### src/sv/pcrl_pkg.sv
// ----------------------------------------------------------------------------
// pcrl_pkg
// Shared types, constants and codes of the per-client request rate limiter.
// ----------------------------------------------------------------------------
package pcrl_pkg;

    // Field widths.
    localparam int TIME_W   = 32;
    localparam int KEY_W    = 32;
    localparam int COUNT_W  = 16;
    localparam int VERDICT_W = 2;

    // Default table depth.
    localparam int DEFAULT_TABLE_ENTRIES = 256;

    // Saturation value of the per-client counters.
    localparam logic [COUNT_W-1:0] COUNT_MAX = '1;

    // A slot idle for longer than this many seconds is freed by a sweep.
    localparam logic [COUNT_W-1:0] IDLE_EXPIRY_SECONDS = 16'd300;

    // Configuration register indexes.
    localparam int CFG_IDX_W  = 2;
    localparam int CFG_DATA_W = 16;

    typedef enum logic [CFG_IDX_W-1:0] {
        CFG_RATE_LIMIT_ENABLE   = 2'd0,
        CFG_REQUESTS_PER_SECOND = 2'd1,
        CFG_BURST_LIMIT         = 2'd2,
        CFG_SWEEP_INTERVAL      = 2'd3
    } cfg_index_t;

    // Configuration reset values.
    localparam logic               RST_RATE_LIMIT_ENABLE = 1'b1;
    localparam logic [COUNT_W-1:0] RST_REQUESTS_PER_SECOND = 16'd10;
    localparam logic [COUNT_W-1:0] RST_BURST_LIMIT = 16'd20;
    localparam logic [COUNT_W-1:0] RST_SWEEP_INTERVAL = 16'd60;

    // Verdict codes.
    typedef enum logic [VERDICT_W-1:0] {
        VERDICT_ALLOW      = 2'd0,
        VERDICT_OVER_RATE  = 2'd1,
        VERDICT_TABLE_FULL = 2'd2
    } verdict_t;

    // One table slot as stored in the slot memory.
    typedef struct packed {
        logic               valid;
        logic [KEY_W-1:0]   key;
        logic [COUNT_W-1:0] window_count;
        logic [COUNT_W-1:0] burst_tally;
        logic [TIME_W-1:0]  open_time;
        logic [TIME_W-1:0]  last_seen;
    } slot_rec_t;

    // Flags of the shared compare unit.
    typedef struct packed {
        logic ge;
        logic gt;
        logic eq;
    } cmp_res_t;

endpackage

### src/sv/pcrl_cmp.sv
// ----------------------------------------------------------------------------
// pcrl_cmp
// Shared compare unit: compares op_a against op_b plus a small offset.
// ----------------------------------------------------------------------------
module pcrl_cmp (
    input  logic [pcrl_pkg::TIME_W-1:0]  op_a,
    input  logic [pcrl_pkg::TIME_W-1:0]  op_b,
    input  logic [pcrl_pkg::COUNT_W-1:0] op_c,
    output pcrl_pkg::cmp_res_t           res
);
    import pcrl_pkg::*;

    logic [TIME_W:0] lhs;
    logic [TIME_W:0] rhs;

    // The offset is added one bit wider so the sum never wraps.
    assign lhs = {1'b0, op_a};
    assign rhs = {1'b0, op_b} + {{(TIME_W + 1 - COUNT_W){1'b0}}, op_c};

    always_comb begin
        res.ge = (lhs >= rhs);
        res.eq = (lhs == rhs);
        res.gt = res.ge & ~res.eq;
    end

endmodule

### config.mk
export PLATFORM = sky130hd
export DESIGN_NAME = pcrl_cmp
export DESIGN_NICKNAME = d
export VERILOG_FILES = /design/src/sv/pcrl_pkg.sv /design/src/sv/pcrl_cmp.sv
export SDC_FILE = /design/constraint.sdc
export NUM_CORES = 1
export LEC_CHECK = 0
export ABC_AREA = 1
export BUFFER_PORTS_ARGS = -buffer_cell sky130_fd_sc_hd__buf_2
export CORE_UTILIZATION = 53
export DETAILED_ROUTE_END_ITERATION = 10
export GPL_ROUTABILITY_DRIVEN = 1
export PLACE_DENSITY_LB_ADDON = 0.08
export SLEW_MARGIN = 20
export SYNTH_ARGS = -nofsm -noshare
export SYNTH_HDL_FRONTEND = slang
export SYNTH_SLANG_ARGS = --single-unit
### constraint.sdc
create_clock -name vclk -period 3.5
set_clock_uncertainty 0.15 [all_clocks]
set_input_delay 0.175 -clock vclk [all_inputs]
set_output_delay 0.175 -clock vclk [all_outputs]
set_load 0.02 [all_outputs]
**After elaboration in Yosys (flattened, before gate mapping)**

Cells that the tools add are included.

- Output and inout bits: 3
- Logic and storage cells: 5
- Register bits: 0

- Bitwise logic cells: 2
- $lt $le $gt $ge: 1
- Add/sub/neg operators: 1
- Equality and inequality tests: 1

Operators with widths:

| operator | count |
|---|---|
| $add 32x16->33 | 1 |
| $eq 32x33->1 | 1 |
| $ge 32x33->1 | 1 |
| $and 1x1->1 | 1 |
| $not 1->1 | 1 |

**Depth between registers and ports, before layout**

- Depth in word-level cells: 4
- Mapped depth: 24
- Mapped depth without buffers: 24

**Worst setup path after synthesis**

Ideal clock, no wire load.

- Path type: in2out
- Start point: input port op_b[0] (netlist bit)
- End point: output port res[1] (netlist bit)
- Arrival: 2.775 ns
- Setup slack: 0.400 ns
- Stages: 21
- Data required time: 3.175 ns
- Path through: ha_1 > inv_1 > fa_1 > inv_1 > nand3_1 > nand2_1 > a21boi_4 > o21ai_2 > nand2_2 > nand2_4 > nor3b_2 > nor2_1 > ha_1 > nand2_1 > o21ai_0 > nor2_1 > o21ai_0 > a21oi_1 > nand2_1 > nand2_1 > nor2_1

RTL lines:

| what | RTL line | RTL |
|---|---|---|
| from (decl) | pcrl_cmp.sv:7 | `input logic [pcrl_pkg::TIME_W-1:0] op_b,` |
| to (decl) | pcrl_cmp.sv:9 | `output pcrl_pkg::cmp_res_t res` |

==> impl_metrics.py <==
metrics = {
    "status": {
        "run_status": "finished clean",
    },
    "timing": {
        "timing.fmax_ghz": 0.294,
        "tns_ps": 0,
        "worst_slew_pin_slew_ps": 469,
        "slew_headroom": 0.684,
        "hold_viol_final": 0,
        "slew_violations": 0,
        "period_needed_ps": 3400,
        "setup_viol": 0,
        "fin_crit_sh": 0.970,
    },
    "worst_setup_path": {
        "slowest_delay_ps": 370,
        "cp_common_cell": "nand2_1",
        "cp_slowest_cell": "fa_2",
        "crit_fanout": 7,
        "cp.required_ps": 3170,
        "end_kind": "output port",
        "arrival_ps": 3070,
        "start_kind": "input port",
        "path_class": "input port to output port",
        "crit_path_cell_trace": "buf_2 -> ha_4 -> inv_2 -> fa_2 -> inv_2 -> nand3_2 -> nand2_2 -> a21boi_4 -> o21ai_2 -> nand2_2 -> nand2_4 -> nand2_2 -> xor2_1 -> ha_1 -> buf_4 -> a21oi_1 -> o21ai_0 -> a21oi_1 -> nand2_1 -> nand2_1 -> nand2_1 -> nand2_1 -> nor2_1 -> buf_4",
    },
    "routing": {
        "wire_per_inst_um": 12.6,
        "drtIter0Drc": 129,
        "drc_errors": 0,
        "wl_mm": 6.03,
        "viasPerCell": 5.44,
        "vias": 2602,
        "first_pass_iters": 4,
        "detail-route-antenna-nets": 0,
    },
    "finish": {
        "clock_buffers": 0,
        "stdcell_area_mm2": 0.00280,
        "antenna-diode-count": 0,
        "seq_area_um2": 0,
        "multiInputGateArea_mm2": 0.00210,
        "n_fill_cell": 325,
        "fin_cells": 478,
        "drive_above_1_share": 0.340,
        "areaGrowthSynthToFinish_pct": 30.9,
        "utilization": 0.742,
        "seq_cells": 0,
        "num-nets-final": 561,
    },
    "die": {
        "ios": 83,
        "rows": 22,
        "die_w_um": 65.5,
        "initial_core_util": 0.567,
        "dieArea_mm2": 0.00429,
        "chipHeight_um": 65.5,
        "design.core.area_mm2": 0.00377,
    },
    "synth": {
        "synth_area_mm2": 0.00214,
        "synth_top_area_frac": 0.281,
        "synth_area_per_cell_um2": 6.33,
        "synthCells": 338,
        "synth_area_leaders": "ha_1 28%, nand2_1 15%, a21oi_1 7.7%, inv_1 6.3%, xnor2_1 5.3%",
        "synth_common_cells": "86 x nand2_1, 48 x ha_1, 36 x inv_1",
        "seq_area_frac_synth": 0,
        "yosysTopAreaCell": "ha_1",
        "yosysWarnings": 0,
        "synth.distinct_cells": 35,
        "synth_most_common_cell": "nand2_1",
        "synth.net_count": 467,
    },
    "power_and_ir_drop": {
        "fin_total_pwr_mw": 0.477,
        "power.density_mw_per_mm2": 170,
        "irDropWorstVdd_uv": 110,
        "leakage_nw": 1.47,
    },
    "grt": {
        "grt_pass1_wl_mm": 9.27,
        "antenna_found_initial": 0,
        "grt_pass1_vias": 2269,
        "track_usage": 0.267,
        "grt_overflow": 0,
        "grt_max_degree": 10,
    },
    "place": {
        "placedCellCount": 470,
        "dp_hpwl_mm": 5.04,
        "globalplace.congestion": 0.927,
        "numPortBuffers": 83,
        "place_area_mm2": 0.00262,
    },
    "worst_hold_path": {
        "min_path_type": "input port to output port",
    },
    "cts": {
        "cts_hold_buf": 0,
    },
    "job": {
        "maxCapViolations": 0,
    },
}
-- power by group --
group | total [mW] | switching (mW) | internal [mW] | leakage [nW]
logic | 0.477 | 0.269 | 0.208 | 1.47
clock network | 0 | 0 | 0 | 0
registers | 0 | 0 | 0 | 0
total | 0.477 | 0.269 | 0.208 | 1.47
-- cells in the final DEF (no fill, tap or decap), types with 2 or more instances in the layout --
master     n
nand3b_1   2
xnor2_1   12
buf_6      2
ha_1      45
nor2_1    21
a21oi_1   32
xor2_1    11
buf_2     80
o21ai_2    3
ha_4       2
nand2_2   14
inv_1     31
nor2_2     3
nand3_2    4
nand2_1   80
nor2_4     2
nand3_1   13
nand4_1    5
inv_2      7
nor3_1     7
nor4_2     4
buf_4     10
a21o_1     3
o21bai_1   2
nor4_1     3
a21oi_2    3
o21ai_0   11
nor3_2     3
-- per-stage QoR --
stage / setup WS (ps) / hold WS [ps]
finish: 104 / 766
global route: -95.8 / 796
CTS: 4.58 / 769
detailed placement: -192 / 765
global placement: 39.9 / 760
floorplan: 400 / 561
-- routing by layer --
metal / global-route usage / part of all wire / wire length [µm] / vias up
met2: 0.490 / 0.48 / 2870 / 108
met5: 0 / 0 / 0 / -
met3: 0.00347 / 0.054 / 328 / 2
met1: 0.364 / 0.47 / 2810 / 1150
met4: 0.00815 / 0.0023 / 14 / 0
li1: - / - / - / 1342
-- cell families (layout without fill, tap and decap cells) --
kind of cell | count (synthesis) | after routing | synth area share
AO/OA/AOI/OAI | 60 | 60 | 0.166
XOR/XNOR | 24 | 24 | 0.0983
adder cells (fa/ha/maj) | 49 | 49 | 0.290
buffers and inverters | 38 | 130 | 0.0667
AND/OR/NAND/NOR | 167 | 167 | 0.379
-- area by class of cell --
cell class	count	area share
Inverter	38	0.0510
Multi-Input combinational cell	300	0.750
Tap cell	48	0.0215
Timing Repair Buffer	92	0.178
-- worst paths after layout --
kind,from,end,slack [ps],cells past startpoint
worst min-delay path,op_a[31],res[2],770,7
worst max-delay path,op_c[0],res[1],100,24
-- timing repair --
action                     in CTS  in global routing
resized for setup               3                 32
setup buffers                   1                  7
setup endpoints to repair       3                  3
pin swaps                       1                 23
-- worst max-delay path: cells and delay by family --
kind / cells / cell delay [ps]
and+or+nand+nor: 10 / 810
AOI/OAI and AO/OA: 5 / 650
xor gates and xnor gates: 1 / 140
buffers and inverters: 5 / 470
adders and majority gates: 3 / 810
No activity file was read; power rests on OpenSTA's default activity.
